`src/hdl/touch_average_clamp_scale_core_macros.svh`:
```
// Assertion macros shared by the touch averaging block.
// Each macro samples on i_clk and is disabled while i_rst_n is low.
`ifndef TOUCH_AVERAGE_CLAMP_SCALE_CORE_MACROS_SVH
`define TOUCH_AVERAGE_CLAMP_SCALE_CORE_MACROS_SVH

// Same-cycle implication: the consequent holds whenever the antecedent does.
`define TACS_ASSERT_IMPL(label, ante, cons) \
    label: assert property (@(posedge i_clk) disable iff (!i_rst_n) \
        (ante) |-> (cons)) else $error("assertion failed");

// Next-cycle implication: the consequent holds in the cycle after the antecedent.
`define TACS_ASSERT_NEXT(label, ante, cons) \
    label: assert property (@(posedge i_clk) disable iff (!i_rst_n) \
        (ante) |=> (cons)) else $error("assertion failed");

`endif

```
`src/hdl/tacs_pkg.sv`:
```
// Package for the touch averaging block: widths, constants, state and config types.
// Used by tacs_cfg, tacs_div and touch_average_clamp_scale_core.
package tacs_pkg;

    localparam int SAMPLE_W    = 16;
    localparam int ACC_W       = 23;
    localparam int CNT_W       = 8;
    localparam int POS_W       = 9;
    localparam int DIV_W       = 25;
    localparam int DIV_CNT_W   = $clog2(DIV_W);
    localparam int CFG_IDX_W   = 3;
    localparam int MAX_SAMPLES = 128;

    // Screen spans in pixels.
    localparam logic [POS_W-1:0] SPAN_NARROW = 9'd240;
    localparam logic [POS_W-1:0] SPAN_WIDE   = 9'd320;

    // Register indexes of the configuration port.
    localparam logic [CFG_IDX_W-1:0] CFG_ROTATION     = 3'd0;
    localparam logic [CFG_IDX_W-1:0] CFG_SAMPLE_COUNT = 3'd1;
    localparam logic [CFG_IDX_W-1:0] CFG_MIN_X        = 3'd2;
    localparam logic [CFG_IDX_W-1:0] CFG_MAX_X        = 3'd3;
    localparam logic [CFG_IDX_W-1:0] CFG_MIN_Y        = 3'd4;
    localparam logic [CFG_IDX_W-1:0] CFG_MAX_Y        = 3'd5;

    typedef enum logic [2:0] {
        ST_IDLE,
        ST_AVG_START,
        ST_AVG_WAIT,
        ST_SCL_START,
        ST_SCL_WAIT,
        ST_EMIT
    } t_state;

    // Configuration as seen by the sequencer; count is already held to its range.
    typedef struct packed {
        logic [1:0]          rotation;
        logic [CNT_W-1:0]    count;
        logic [SAMPLE_W-1:0] min_x;
        logic [SAMPLE_W-1:0] max_x;
        logic [SAMPLE_W-1:0] min_y;
        logic [SAMPLE_W-1:0] max_y;
    } t_cfg;

endpackage

```
`src/hdl/tacs_cfg.sv`:
```
// Configuration registers of the touch averaging block and the sample count clamp.
// Depends on tacs_pkg.
module tacs_cfg
    import tacs_pkg::*;
(
    input  logic                 i_clk,
    input  logic                 i_rst_n,
    input  logic                 i_wr,
    input  logic [CFG_IDX_W-1:0] i_index,
    input  logic [SAMPLE_W-1:0]  i_data,
    output t_cfg                 o_cfg
);

    logic [1:0]          r_rotation;
    logic [CNT_W-1:0]    r_sample_count;
    logic [SAMPLE_W-1:0] r_min_x;
    logic [SAMPLE_W-1:0] r_max_x;
    logic [SAMPLE_W-1:0] r_min_y;
    logic [SAMPLE_W-1:0] r_max_y;
    logic [CNT_W-1:0]    eff_count;

    // Register writes; indexes past the list are ignored.
    always_ff @(posedge i_clk) begin
        if (!i_rst_n) begin
            r_rotation     <= 2'd1;
            r_sample_count <= 8'd1;
            r_min_x        <= 16'd0;
            r_max_x        <= 16'hFFFF;
            r_min_y        <= 16'd0;
            r_max_y        <= 16'hFFFF;
        end else if (i_wr) begin
            case (i_index)
                CFG_ROTATION:     r_rotation     <= i_data[1:0];
                CFG_SAMPLE_COUNT: r_sample_count <= i_data[CNT_W-1:0];
                CFG_MIN_X:        r_min_x        <= i_data;
                CFG_MAX_X:        r_max_x        <= i_data;
                CFG_MIN_Y:        r_min_y        <= i_data;
                CFG_MAX_Y:        r_max_y        <= i_data;
                default: begin
                end
            endcase
        end
    end

    // A count of zero acts as one, and one above the limit acts as the limit.
    always_comb begin
        eff_count = r_sample_count;
        if (eff_count == '0) begin
            eff_count = CNT_W'(1);
        end
        if (eff_count > CNT_W'(MAX_SAMPLES)) begin
            eff_count = CNT_W'(MAX_SAMPLES);
        end
    end

    assign o_cfg = '{rotation: r_rotation, count: eff_count,
                     min_x: r_min_x, max_x: r_max_x,
                     min_y: r_min_y, max_y: r_max_y};

endmodule

```
`src/hdl/tacs_div.sv`:
```
// Shared restoring divider, one quotient bit per cycle.
// Depends on tacs_pkg for the dividend width.
module tacs_div
    import tacs_pkg::*;
(
    input  logic                i_clk,
    input  logic                i_rst_n,
    input  logic                i_start,
    input  logic [DIV_W-1:0]    i_dividend,
    input  logic [SAMPLE_W-1:0] i_divisor,
    output logic                o_done,
    output logic [DIV_W-1:0]    o_quot
);

    logic                 r_busy;
    logic                 r_done;
    logic [DIV_CNT_W-1:0] r_cnt;
    logic [SAMPLE_W-1:0]  r_rem;
    logic [SAMPLE_W-1:0]  r_den;
    logic [DIV_W-1:0]     r_q;
    logic [SAMPLE_W:0]    trial;
    logic                 q_bit;
    logic [SAMPLE_W-1:0]  n_rem;

    // One trial subtraction: shift in the next dividend bit and compare.
    always_comb begin
        trial = {r_rem, r_q[DIV_W-1]};
        q_bit = (trial >= {1'b0, r_den});
        if (q_bit) begin
            n_rem = SAMPLE_W'(trial - {1'b0, r_den});
        end else begin
            n_rem = trial[SAMPLE_W-1:0];
        end
    end

    // Control: busy while the DIV_W quotient bits are worked out, then a one-cycle done pulse.
    always_ff @(posedge i_clk) begin
        if (!i_rst_n) begin
            r_busy <= 1'b0;
            r_done <= 1'b0;
            r_cnt  <= '0;
        end else begin
            r_done <= 1'b0;
            if (i_start) begin
                r_busy <= 1'b1;
                r_cnt  <= '0;
            end else if (r_busy) begin
                r_cnt <= r_cnt + DIV_CNT_W'(1);
                if (r_cnt == DIV_CNT_W'(DIV_W - 1)) begin
                    r_busy <= 1'b0;
                    r_done <= 1'b1;
                end
            end
        end
    end

    // Datapath: the quotient shifts in from the right as the dividend leaves.
    always_ff @(posedge i_clk) begin
        if (i_start) begin
            r_rem <= '0;
            r_den <= i_divisor;
            r_q   <= i_dividend;
        end else if (r_busy) begin
            r_rem <= n_rem;
            r_q   <= {r_q[DIV_W-2:0], q_bit};
        end
    end

    assign o_done = r_done;
    assign o_quot = r_q;

endmodule

```
`src/hdl/touch_average_clamp_scale_core.sv`:
```
// Touch sample averaging with clamp to a calibration window and scaling to pixels.
// Top level; depends on tacs_pkg, tacs_cfg, tacs_div and the assertion macro header.
//
// Usage:
//   Input channel (i_valid / o_ready) takes one request per touch sample: the pen
//   state and the readings of conversion channels 0xD0 and 0x90. Output channel
//   (o_valid / i_ready) returns touch_valid, pos_x and pos_y. The config channel
//   (i_cfg_valid / o_cfg_ready) writes a register by index and is always ready.
//   A pen-down sample that does not complete the count gives no result, and the
//   sequencer stays idle. A pen-up sample gives an invalid result via ST_EMIT.
//   The sample that completes the count starts four divisions on one shared
//   restoring divider, one after another, and the divider makes one quotient
//   bit per cycle; the result is emitted after the last of the divisions.
//   o_ready is high only while the sequencer is idle.
//   A finished result sits in the output register while the next sample is
//   taken; if the receiver still stalls when another result is ready, the
//   sequencer holds it and drops o_ready until the output register frees.
//   Reset clears the sums, the count of samples taken and the output valid flag,
//   and restores the default configuration.
`include "touch_average_clamp_scale_core_macros.svh"

module touch_average_clamp_scale_core
    import tacs_pkg::*;
(
    input  logic                 i_clk,
    input  logic                 i_rst_n,
    // Sample input channel.
    input  logic                 i_valid,
    output logic                 o_ready,
    input  logic                 i_pen_down,
    input  logic [SAMPLE_W-1:0]  i_chan_d0_sample,
    input  logic [SAMPLE_W-1:0]  i_chan_90_sample,
    // Result output channel.
    output logic                 o_valid,
    input  logic                 i_ready,
    output logic                 o_touch_valid,
    output logic [POS_W-1:0]     o_pos_x,
    output logic [POS_W-1:0]     o_pos_y,
    // Configuration write channel.
    input  logic                 i_cfg_valid,
    output logic                 o_cfg_ready,
    input  logic [CFG_IDX_W-1:0] i_cfg_index,
    input  logic [SAMPLE_W-1:0]  i_cfg_data
);

    t_state              r_state;
    t_state              n_state;
    t_cfg                cfg;

    logic [ACC_W-1:0]    r_acc_x;
    logic [ACC_W-1:0]    r_acc_y;
    logic [CNT_W-1:0]    r_taken;
    logic                r_axis;
    logic [SAMPLE_W-1:0] r_diff;
    logic                r_zero;
    logic                r_res_valid;
    logic [POS_W-1:0]    r_res_x;
    logic [POS_W-1:0]    r_res_y;
    logic                r_out_valid;
    logic                r_out_touch_valid;
    logic [POS_W-1:0]    r_out_pos_x;
    logic [POS_W-1:0]    r_out_pos_y;

    logic                in_acc;
    logic                odd;
    logic [SAMPLE_W-1:0] smp_x;
    logic [SAMPLE_W-1:0] smp_y;
    logic [ACC_W-1:0]    sum_x;
    logic [ACC_W-1:0]    sum_y;
    logic [CNT_W-1:0]    taken_inc;
    logic                count_hit;
    logic [ACC_W-1:0]    sel_acc;
    logic [SAMPLE_W-1:0] sel_lo;
    logic [SAMPLE_W-1:0] sel_hi;
    logic [POS_W-1:0]    span;
    logic [DIV_W-1:0]    lo_ext;
    logic [DIV_W-1:0]    hi_ext;
    logic [DIV_W-1:0]    clamped;
    logic [DIV_W-1:0]    prod;
    logic [POS_W-1:0]    scaled;
    logic                out_free;
    logic                emit_load;

    logic                div_start;
    logic [DIV_W-1:0]    div_dividend;
    logic [SAMPLE_W-1:0] div_divisor;
    logic                div_done;
    logic [DIV_W-1:0]    div_quot;

    assign o_cfg_ready = 1'b1;

    tacs_cfg u_cfg (
        .i_clk   (i_clk),
        .i_rst_n (i_rst_n),
        .i_wr    (i_cfg_valid),
        .i_index (i_cfg_index),
        .i_data  (i_cfg_data),
        .o_cfg   (cfg)
    );

    tacs_div u_div (
        .i_clk      (i_clk),
        .i_rst_n    (i_rst_n),
        .i_start    (div_start),
        .i_dividend (div_dividend),
        .i_divisor  (div_divisor),
        .o_done     (div_done),
        .o_quot     (div_quot)
    );

    // Channel routing and accumulation of the incoming sample.
    assign in_acc    = i_valid && o_ready;
    assign odd       = cfg.rotation[0];
    assign smp_x     = odd ? i_chan_90_sample : i_chan_d0_sample;
    assign smp_y     = odd ? i_chan_d0_sample : i_chan_90_sample;
    assign sum_x     = r_acc_x + ACC_W'(smp_x);
    assign sum_y     = r_acc_y + ACC_W'(smp_y);
    assign taken_inc = r_taken + CNT_W'(1);
    assign count_hit = (taken_inc >= cfg.count);

    // Operands of the axis now in work.
    assign sel_acc = r_axis ? r_acc_y : r_acc_x;
    assign sel_lo  = r_axis ? cfg.min_y : cfg.min_x;
    assign sel_hi  = r_axis ? cfg.max_y : cfg.max_x;
    assign span    = (odd ^ r_axis) ? SPAN_WIDE : SPAN_NARROW;
    assign lo_ext  = DIV_W'(sel_lo);
    assign hi_ext  = DIV_W'(sel_hi);
    assign prod    = DIV_W'(r_diff) * DIV_W'(span);
    assign scaled  = r_zero ? '0 : div_quot[POS_W-1:0];

    // Clamp the average: raise to the lower bound, then lower to the upper bound.
    always_comb begin
        clamped = div_quot;
        if (clamped < lo_ext) begin
            clamped = lo_ext;
        end
        if (clamped > hi_ext) begin
            clamped = hi_ext;
        end
    end

    assign out_free  = !r_out_valid || i_ready;
    assign emit_load = (r_state == ST_EMIT) && out_free;

    // Next state.
    always_comb begin
        n_state = r_state;
        case (r_state)
            ST_IDLE: begin
                if (in_acc) begin
                    if (!i_pen_down) begin
                        n_state = ST_EMIT;
                    end else if (count_hit) begin
                        n_state = ST_AVG_START;
                    end
                end
            end
            ST_AVG_START: n_state = ST_AVG_WAIT;
            ST_AVG_WAIT: begin
                if (div_done) begin
                    n_state = ST_SCL_START;
                end
            end
            ST_SCL_START: n_state = ST_SCL_WAIT;
            ST_SCL_WAIT: begin
                if (div_done) begin
                    n_state = r_axis ? ST_EMIT : ST_AVG_START;
                end
            end
            ST_EMIT: begin
                if (out_free) begin
                    n_state = ST_IDLE;
                end
            end
            default: n_state = ST_IDLE;
        endcase
    end

    // Sequencer outputs: handshake and divider operand selection.
    always_comb begin
        o_ready      = 1'b0;
        div_start    = 1'b0;
        div_dividend = prod;
        div_divisor  = sel_hi - sel_lo;
        case (r_state)
            ST_IDLE: o_ready = 1'b1;
            ST_AVG_START: begin
                div_start    = 1'b1;
                div_dividend = DIV_W'(sel_acc);
                div_divisor  = SAMPLE_W'(cfg.count);
            end
            ST_SCL_START: div_start = 1'b1;
            default: begin
            end
        endcase
    end

    // Control registers.
    always_ff @(posedge i_clk) begin
        if (!i_rst_n) begin
            r_state     <= ST_IDLE;
            r_acc_x     <= '0;
            r_acc_y     <= '0;
            r_taken     <= '0;
            r_axis      <= 1'b0;
            r_out_valid <= 1'b0;
        end else begin
            r_state <= n_state;
            if (r_state == ST_IDLE && in_acc) begin
                r_axis <= 1'b0;
                if (!i_pen_down) begin
                    r_acc_x <= '0;
                    r_acc_y <= '0;
                    r_taken <= '0;
                end else begin
                    r_acc_x <= sum_x;
                    r_acc_y <= sum_y;
                    r_taken <= taken_inc;
                end
            end
            if (r_state == ST_SCL_WAIT && div_done) begin
                if (r_axis) begin
                    r_acc_x <= '0;
                    r_acc_y <= '0;
                    r_taken <= '0;
                end
                r_axis <= 1'b1;
            end
            if (emit_load) begin
                r_out_valid <= 1'b1;
            end else if (i_ready) begin
                r_out_valid <= 1'b0;
            end
        end
    end

    // Payload registers: axis intermediates, staged result, output register.
    always_ff @(posedge i_clk) begin
        if (r_state == ST_IDLE && in_acc && !i_pen_down) begin
            r_res_valid <= 1'b0;
            r_res_x     <= '0;
            r_res_y     <= '0;
        end
        if (r_state == ST_AVG_WAIT && div_done) begin
            r_diff <= SAMPLE_W'(clamped - lo_ext);
            r_zero <= (sel_hi <= sel_lo);
        end
        if (r_state == ST_SCL_WAIT && div_done) begin
            if (r_axis) begin
                r_res_y     <= scaled;
                r_res_valid <= 1'b1;
            end else begin
                r_res_x <= scaled;
            end
        end
        if (emit_load) begin
            r_out_touch_valid <= r_res_valid;
            r_out_pos_x       <= r_res_x;
            r_out_pos_y       <= r_res_y;
        end
    end

    assign o_valid       = r_out_valid;
    assign o_touch_valid = r_out_touch_valid;
    assign o_pos_x       = r_out_pos_x;
    assign o_pos_y       = r_out_pos_y;

    // An invalid result carries zero coordinates.
    `TACS_ASSERT_IMPL(a_invalid_zero, r_out_valid && !r_out_touch_valid,
                      r_out_pos_x == '0 && r_out_pos_y == '0)
    // Coordinates never exceed the wide screen span.
    `TACS_ASSERT_IMPL(a_pos_range, r_out_valid,
                      r_out_pos_x <= SPAN_WIDE && r_out_pos_y <= SPAN_WIDE)
    // With no sample taken, both sums are clear.
    `TACS_ASSERT_IMPL(a_sums_clear, r_taken == '0, r_acc_x == '0 && r_acc_y == '0)
    // A pen-up request goes straight to result delivery.
    `TACS_ASSERT_NEXT(a_pen_up_emit, in_acc && !i_pen_down, r_state == ST_EMIT)

endmodule

```
`config.mk`:
```
export PLATFORM = sky130hd
export DESIGN_NAME = touch_average_clamp_scale_core
export DESIGN_NICKNAME = d
export VERILOG_FILES = /design/src/hdl/tacs_pkg.sv /design/src/hdl/tacs_cfg.sv /design/src/hdl/tacs_div.sv /design/src/hdl/touch_average_clamp_scale_core.sv
export VERILOG_INCLUDE_DIRS = /design/src /design/src/hdl
export SDC_FILE = /design/constraint.sdc
export NUM_CORES = 1
export LEC_CHECK = 0
export ABC_AREA = 0
export BUFFER_PORTS_ARGS = -buffer_cell sky130_fd_sc_hd__buf_2
export CORE_MARGIN = 8
export CORE_UTILIZATION = 57
export CTS_CLUSTER_DIAMETER = 80
export CTS_CLUSTER_SIZE = 20
export DETAILED_ROUTE_END_ITERATION = 10
export PLACE_DENSITY = 0.78
export SLEW_MARGIN = 10
export SYNTH_ARGS = -nofsm -noshare
export SYNTH_HDL_FRONTEND = slang
export SYNTH_SLANG_ARGS = --single-unit
```
`constraint.sdc`:
```
create_clock -name i_clk -period 6.6 [get_ports i_clk]
set_input_delay 0.33 -clock i_clk [delete_from_list [all_inputs] [get_ports i_clk]]
set_output_delay 0.33 -clock i_clk [all_outputs]
set_load 0.05 [all_outputs]
```
; ---- Word-level counts from Yosys, hierarchy flattened
; Index checks and enable logic that the tools add are counted.
[totals]
ff_bits = 251
in_bits = 57
output_inout_bits = 22
elab_cells = 140
[op_classes]
n_addsub = 7
multipliers = 1
magnitude_cmp = 6
eq_ne = 16
mux = 55
n_bitwise = 3
reduce_logical = 25
[op_table]
columns = op, n
row1 = 23-bit 2-to-1 mux, 9
row2 = 25-bit 2-to-1 mux, 4
row3 = 16-bit 2-to-1 mux, 6
row4 = 9-bit 2-to-1 mux, 8
row5 = 8-bit 2-to-1 mux, 7
row6 = 16-bit subtractor, 3
row7 = 23-bit by 16-bit adder with 23-bit output, 2
row8 = 25-bit by 16-bit > comparator with 1-bit output, 1
row9 = 25-bit by 16-bit less-than comparator with 1-bit output, 1
row10 = 16-bit by 9-bit multiplier with 25-bit output, 1
row11 = 3-bit 2-to-1 mux, 7
row12 = 3-bit case mux with 6 select lines, 1
row13 = 17-bit by 16-bit greater-or-equal comparator with 1-bit output, 1
row14 = 16-bit <= comparator, 1
row15 = 1-bit 2-to-1 mux, 13
row16 = "3-bit by 2-bit equality test with 1-bit output, second input constant", 4
row17 = "3-bit equality test, second input constant", 4
row18 = 2-bit AND reduction, 6
row19 = "8-bit by 1-bit adder with 8-bit output, second input constant", 1
row20 = 8-bit greater-or-equal comparator, 1
row21 = "8-bit > comparator, second input constant", 1
row22 = 8-bit zero test, 1
row23 = "3-bit by 1-bit equality test with 1-bit output, second input constant", 2
row24 = 1-bit logical AND, 6
row25 = other kinds (14), 22

; ---- Logic depth before layout (Yosys ltp)
; Gate-level depths: netlist of the first run.
[logic_depth]
ltp_word = 9
mapped_depth = 35
mapped_depth_nobuf = 30

; ---- Cells and area by module
; From an unflattened synthesis of the first run, not the netlist that was laid out.
[hier_totals]
cells_unflattened = 1994
hier_area_um2 = 18575.3
[by_module_without_submodules]
columns = module, instances, cells_per_inst, area_per_inst_um2, seq_area_each_um2
row1 = touch_average_clamp_scale_core, 1, 1362, 11930.2, 2642.5
row2 = tacs_div, 1, 340, 3611.0, 1691.6
row3 = tacs_cfg, 1, 292, 3034.2, 1481.4

; ---- Worst setup path after synthesis of the first run
; OpenSTA, ideal clock, no wires.
[synth_timing]
path_kind = reg-to-reg
from = register r_axis
to = register r_diff[14], data pin
setup_ns = 0.258
arrival_ns = 6.756
required_time_ns = 6.342
path_slack_ns = -0.414
path_stages_with_launch = 36
path_buffers = 6
synth_period_minus_slack_ns = 7.014
path_cell_list = dfxtp_1 -> clkbuf_1 -> buf_1 -> mux2_2 -> inv_1 -> ha_1 -> a21o_1 -> a2111oi_0 -> nand2_1 -> nor2_1 -> o21ai_2 -> buf_2 -> mux2i_1 -> inv_1 -> ha_1 -> nor2b_1 -> o21a_1 -> o211ai_1 -> a31oi_1 -> o311ai_0 -> and3_1 -> buf_2 -> buf_2 -> clkbuf_1 -> o21ai_0 -> ha_1 -> fa_1 -> nor2b_1 -> o21ai_0 -> a21boi_0 -> o211ai_1 -> a21oi_1 -> nor3_1 -> o41ai_1 -> a21oi_1 -> xnor2_1
[synth_between]
elab_chain_len = 6
word_cells_on_any_way = 7
cone_classes = 1 x add/sub / 2 x order compare / 4 x mux
[synth_lines]
columns = item, line
row1 = "start, declared", touch_average_clamp_scale_core.sv:53  ; logic r_axis;
row2 = "start signal, assigned", touch_average_clamp_scale_core.sv:205  ; r_axis <= 1'b0;
row3 = "start signal, assigned", touch_average_clamp_scale_core.sv:210  ; r_axis <= 1'b0;
row4 = "start signal, assigned", touch_average_clamp_scale_core.sv:227  ; r_axis <= 1'b1;
row5 = 16-bit 2-to-1 mux, touch_average_clamp_scale_core.sv:123  ; assign sel_lo = r_axis ? cfg.min_y : cfg.min_x;
row6 = 25-bit by 16-bit less-than comparator with 1-bit output, touch_average_clamp_scale_core.sv:134  ; if (clamped < lo_ext) begin
row7 = 25-bit 2-to-1 mux, touch_average_clamp_scale_core.sv:134
row8 = 25-bit by 16-bit > comparator with 1-bit output, touch_average_clamp_scale_core.sv:137  ; if (clamped > hi_ext) begin
row9 = 16-bit 2-to-1 mux, touch_average_clamp_scale_core.sv:137
row10 = 16-bit subtractor *, touch_average_clamp_scale_core.sv:245  ; r_diff <= SAMPLE_W'(clamped - lo_ext);
row11 = "end signal, assigned", touch_average_clamp_scale_core.sv:245
row12 = "end, declared", touch_average_clamp_scale_core.sv:54  ; logic [SAMPLE_W-1:0] r_diff;
; Every way passes the cells marked *; elsewhere a longest branch is shown, timed or not.
; A chain may end at the register's enable or synchronous reset.

; ---- Worst setup path after layout of the first run
[layout_timing]
from = register r_axis
to = register r_diff[15], data pin
; Same word-level chain as after synthesis.

==> flow_metrics.tcl, run 1 <==
set metrics [dict create \
    routabilityCongestion 0.9826 \
    synth.distinct_cells 68 \
    dp_slack_ns 0.1289 \
    die_y_um 190.1 \
    ioPinCount 79 \
    area.growth.synth_to_final_pct 9.673 \
    final.fill_count 2361 \
    numCtsBuffers 18 \
    antenna_found_initial 1 \
    critPathRequiredTime_ns 6.86 \
    synth.avg_cell_area_um2 8.741 \
    grt_pass1_vias 13620 \
    htreeDepth 1 \
    start_util_pct 58.15 \
    syn-instance-count 1977 \
    holdBufCountCts 0 \
    drt_wl_total_um 43710 \
    cts_root_buf "clkbuf_16" \
    fin_hold_ws_ns 0.06704 \
    critPathLaunch "r_axis$_SDFFE_PN0P_" \
    synth_edf_count 77 \
    status "finished, final reports clean" \
    firstDrtPassIters 6 \
    yosysTopAreaCellShare_pct 20.16 \
    synth_seq_cells 251 \
    grt_pass1_wl_um 69500 \
    slowest_stage "dfxtp_4" \
    clkTransAtPathRegs_ns 0.08 \
    synth_area_leaders "dfxtp_1 20%, ha_1 14%, edfxtp_1 13%" \
    drive_gt1_share_pct 12.49 \
    fin_nets 2312 \
    num_rows 63 \
    via_count 14490 \
    worstSetupPathType "register to register" \
    startpoint_type "register" \
    worstPathMaxFanout 5 \
    fmax_ghz 0.1569 \
    worstHoldPathType "input pin to register" \
    grt_use_total_pct 23.45 \
    final_hold_viol_count 0 \
    synthArstFlopShare_pct 0 \
    synth_ff_type "dfxtp_1" \
    synth.cell_area_um2 17280 \
    timing.rr.end "r_diff[15]$_DFFE_PP_" \
    finalCriticalPeriod_ns 6.373 \
    grt-ovfl-total 0 \
    crit_arrival_ns 6.64 \
    setup_viol 0 \
    detail_route.wl_per_cell_um 17.98 \
    fin_util_pct 63.78 \
    vias_per_cell 5.960 \
    die_w_um 190.1 \
    clkSinkCount 251 \
    cellPowerDensity_nw_per_um2 289.1 \
    crit_end "r_diff[15]$_DFFE_PP_" \
    rrSetupSlack_ns 0.23 \
    timing.rr.start "r_axis$_SDFFE_PN0P_" \
    crit_path_end_kind "register" \
    synth_top_cell_by_area "dfxtp_1" \
    worst_pin_slew_ns 1.140 \
    yosysWarnings 0 \
    postRouteAntennaNets 0 \
    seq_area_frac_synth_pct 33.54 \
    max_stage_delay_ns 0.40 \
    drc 0 \
    tritoncts "done" \
    worstRegToRegCells 28 \
    setup_ws_ns 0.2266 \
    antenna_cells 0 \
    cts_buffer_depth 3 \
    drv_slew 0 \
    instances_no_fill 2431 \
    dp_hpwl_um 32800 \
    grt_max_degree 46 \
    core_area_um2 29720 \
    min_from "i_cfg_data[8]" \
    slew-limit-headroom_pct 23.81 \
    drtIter0Drc 1377 \
    place_inst 2388 \
    skew_ns 0.01660 \
    post-route-period-util_pct 96.57 \
    irDropWorstVdd_v 0.0003675 \
    power_leakage_uw 0.007971 \
    maxCapViolCount 0 \
    port_buffers 77 \
    die_area_um2 36150 \
    clk_latency_ns 0.52 \
]
-- area by class of cell --
type | instances | area, um2 | area share [%]
clock buffer | 24 | 494.2 | 2.608
sequential | 251 | 5799 | 30.60
tap | 390 | 488.0 | 2.575
inverter | 102 | 382.9 | 2.020
timing repair buffer | 125 | 794.5 | 4.192
multi-input combinational | 1532 | 10910 | 57.57
clock inverter | 7 | 82.58 | 0.4357
-- metrics by stage --
step | instance area [um2] | power, uW | setup TNS, ns
6_report | 18950 | 5480 | 0
5_1_grt | 18950 | 5831 | -0.04671
4_1_cts | 18670 | 5427 | 0
3_5_place_dp | 18090 | 4275 | 0
3_3_place_gp | 18090 | 4204 | 0
2_1_floorplan | 17290 | 3653 | 0
-- state kept, by name, indices dropped and copies added, names as in the netlist, 9 cells and up --
signal,cells
r_acc_x,23
r_diff,16
r_acc_y,23
u_cfg.r_min_x,16
u_cfg.r_max_x,16
r_res_y,9
u_div.r_den,16
o_pos_y,9
u_div.o_quot,25
u_cfg.r_min_y,16
o_pos_x,9
u_div.r_rem,16
u_cfg.r_max_y,16
r_res_x,9
-- critical path, delay by kind of cell, from the launching register on --
kind                     cells  cell delay [ns]
AO/OA/AOI/OAI               13             2.81
AND/OR/NAND/NOR              5             1.02
multiplexers                 3             0.82
adder cells (fa/ha/maj)      3             0.62
flip-flops                   1             0.40
buffers and inverters        3             0.31
XOR/XNOR                     1             0.13
-- Yosys cell counts (all sizes together) (9+ instances only) --
library cell and instances:
a211oi 12, a21o 32, a21oi 156, a22o 18
a22oi 20, a31oi 14, and2 22, and3 9
buf 17, clkbuf 76, dfxtp 174, edfxtp 77
fa 34, ha 191, inv 100, mux2 63
mux2i 57, nand2 312, nand2b 13, nand3 75
nand4 14, nor2 117, nor2b 17, nor3 29
o211ai 10, o21a 9, o21ai 130, o21bai 10
or3 17, xnor2 48, xor2 38
-- placed cells by master (no fill, tap or decap), types with 75 or more instances in the layout --
| master | instances |
|---|---|
| nand2_1 | 312 |
| ha_1 | 186 |
| dfxtp_1 | 173 |
| a21oi_1 | 154 |
| o21ai_0 | 123 |
| nor2_1 | 115 |
| inv_1 | 97 |
| buf_2 | 78 |
| edfxtp_1 | 77 |
| nand3_1 | 75 |
-- routing by layer --
layer	routed length (um)	up-vias	GRT usage [%]
met2	20240	434	38.15
met4	1171	0	7.577
li1	-	7075	-
met5	0	-	0
met3	2931	81	3.588
met1	19360	6898	31.57
-- worst min path at each step --
stage / endpoint / slack (ns) / depth (start not counted)
finish: u_cfg.r_max_x[8]$_SDFFE_PN1P_ / 0.07 / 3
global route: u_cfg.r_max_x[8]$_SDFFE_PN1P_ / 0.07 / 3
CTS: u_cfg.r_max_y[8]$_SDFFE_PN1P_ / 0.05 / 3
detailed placement: o_touch_valid$_DFFE_PP_ / 0.42 / 0
global placement: o_touch_valid$_DFFE_PP_ / 0.41 / 0
floorplan: o_touch_valid$_DFFE_PP_ / 0.40 / 0
-- power by group --
group / total [uW] / switching, uW / internal [uW]
combinational: 2150 / 1350 / 803
sequential: 2170 / 259 / 1910
clock: 1160 / 576 / 583
-- timing repair --
item	in CTS	in global routing
setup buffers	0	9
gates resized for setup	0	35
setup endpoints to repair	0	5
-- cell families after synthesis --
logic type               count (synthesis)  synth area share, %
flip-flops                             251                33.54
XOR/XNOR                                86                4.359
AO/OA/AOI/OAI                          449                15.75
multiplexers                           120                7.407
other                                    1              0.02170
AND/OR/NAND/NOR                        650                16.84
buffers and inverters                  195                4.322
adder cells (fa/ha/maj)                225                17.77
(Power assumes the default switching activity.)
==> run 2, diff against run 1 <==
CORE_UTILIZATION = 48   (was 57)
PLACE_DENSITY = 0.67   (was 0.78)
==> flow_metrics.tcl, run 2 (synthesis gave the netlist of run 1 again) <==
set metrics [dict create \
    status "finished, final reports clean" \
    seqCellArea_um2 5799 \
    dp_hpwl_um 33630 \
    die_y_um 205.7 \
    critPathLaunch "r_axis$_SDFFE_PN0P_" \
    min_from "i_cfg_data[13]" \
    maxCapViolCount 0 \
    worstHoldPathType "input pin to register" \
    crit_arrival_ns 6.70 \
    postRouteAntennaNets 0 \
    final.fill_count 3259 \
    final_common_cell "nand2_1" \
    cellPowerDensity_nw_per_um2 289.7 \
    worstPathMaxFanout 10 \
    fin_util_pct 53.39 \
    worstSetupPathType "register to register" \
    clkTransAtPathRegs_ns 0.09 \
    die_w_um 205.7 \
    antenna_found_initial 0 \
    post_dp_cell_area_um2 18170 \
    holdBufCountCts 0 \
    slew-limit-headroom_pct 18.44 \
    power_leakage_uw 0.007967 \
    fmax_ghz 0.1554 \
    rsz0062_at_grt "true" \
    drive_gt1_share_pct 11.97 \
    critPathRequiredTime_ns 6.87 \
    detail_route.wl_per_cell_um 17.79 \
    core_area_um2 35480 \
    clk_latency_ns 0.52 \
    largest_reg_flops 25 \
    drt_wl_total_um 44450 \
    num_rows 69 \
    antenna_cells 0 \
    clkSinkCount 251 \
    startpoint_type "register" \
    via_count 14190 \
    mostFrequentLayoutCells "312 x nand2_1, 190 x ha_1, 173 x dfxtp_1" \
    fin_nets 2309 \
    max_stage_delay_ns 0.37 \
    numCtsBuffers 18 \
    die_area_um2 42330 \
    design_area_um2 18940 \
    grt_pass1_vias 13600 \
    fin_hold_ws_ns 0.06451 \
    port_buffers 77 \
    drv_slew 0 \
    setup_viol 0 \
    tritoncts "done" \
    timing.rr.start "r_axis$_SDFFE_PN0P_" \
    firstDrtPassIters 5 \
    drc 0 \
    htreeDepth 1 \
    fin_setup_tns_ns 0 \
    grt_max_degree 47 \
    crit_path_end_kind "register" \
    grt-ovfl-total 0 \
    cts_root_buf "clkbuf_16" \
    drtIter0Drc 881 \
    vias_per_cell 5.676 \
    grt_pass1_wl_um 70640 \
    routabilityCongestion 0.8826 \
    worst_pin_slew_ns 1.219 \
    slowest_stage "dfxtp_4" \
    multiInputGateArea_um2 10850 \
    irDropWorstVdd_v 0.0003075 \
    rrSetupSlack_ns 0.17 \
    finalCriticalPeriod_ns 6.433 \
    post-route-period-util_pct 97.47 \
    dp_slack_ns 0.06525 \
    final_hold_viol_count 0 \
    skew_ns 0.02708 \
    cts_buffer_depth 3 \
    ioPinCount 79 \
    start_util_pct 48.70 \
    area.growth.synth_to_final_pct 9.615 \
    grt_use_total_pct 20.44 \
    setup_ws_ns 0.1670 \
]
==> run 2: changes by cell type in the layout (fill, tap and decap cells not counted), moves of 2 or more <==
| cell | previous run | this run |
|---|---|---|
| o21ai_1 | 5 | 8 |
| nor2_2 | 2 | 0 |
| o21ai_0 | 123 | 121 |
| nor2_1 | 115 | 117 |
| mux2_4 | 2 | 0 |
| clkinv_2 | 0 | 2 |
| inv_6 | 4 | 0 |
| mux2_2 | 61 | 63 |
| ha_1 | 186 | 190 |
| buf_4 | 43 | 41 |
| ha_4 | 4 | 1 |
==> run 2: repair_timing <==
action,in CTS,in global routing
endpoints found under the setup margin,0,7
buffers inserted,0,8
resized for setup,0,28
==> run 2: report_power, final <==
part | internal (uW) | switching, uW
clock network | 578 | 583
registers | 1910 | 238
logic | 798 | 1380
==> run 2: area by class of cell <==
type	count	area share (%)
well taps	461	3.045
clock inverters	5	0.2510
inverters	102	2.021
flip-flops and latches	251	30.61
multi-input cells	1532	57.26
repair buffers	122	3.996
clock buffers	26	2.814
==> run 2: worst max-delay path: cells and delay by family, from the launching register on <==
family | cells | cell delay, ns
compound gates | 13 | 2.71
simple gates | 5 | 1.11
mux | 3 | 0.88
fa+ha+maj | 3 | 0.69
flops | 1 | 0.37
buf+inv | 3 | 0.29
xor+xnor | 1 | 0.13
==> run 2: through the flow <==
stage	instances	power (uW)
after detailed placement	2458	4301
after global routing	2499	5838
after floorplan	1978	3653
after CTS	2489	5460
final	2499	5487
after global placement	2458	4239
==> run 2: per-layer routing <==
metal	wire (um)	part of all wire [%]	track usage [%]	up-vias
met5	0	0	0	-
met4	782	1.8	4.391	0
met3	2178	4.9	3.007	57
met2	20970	47	34.77	329
met1	20520	46	27.14	6727
li1	-	-	-	7072
==> run 2: final timing paths <==
kind                                    endpoint  depth (start not counted)
setup / recovery            r_diff[15]$_DFFE_PP_                         28
hold / removal    u_cfg.r_max_y[13]$_SDFFE_PN1P_                          3
setup reg to reg            r_diff[15]$_DFFE_PP_                         28
hold reg to reg          o_touch_valid$_DFFE_PP_                          0
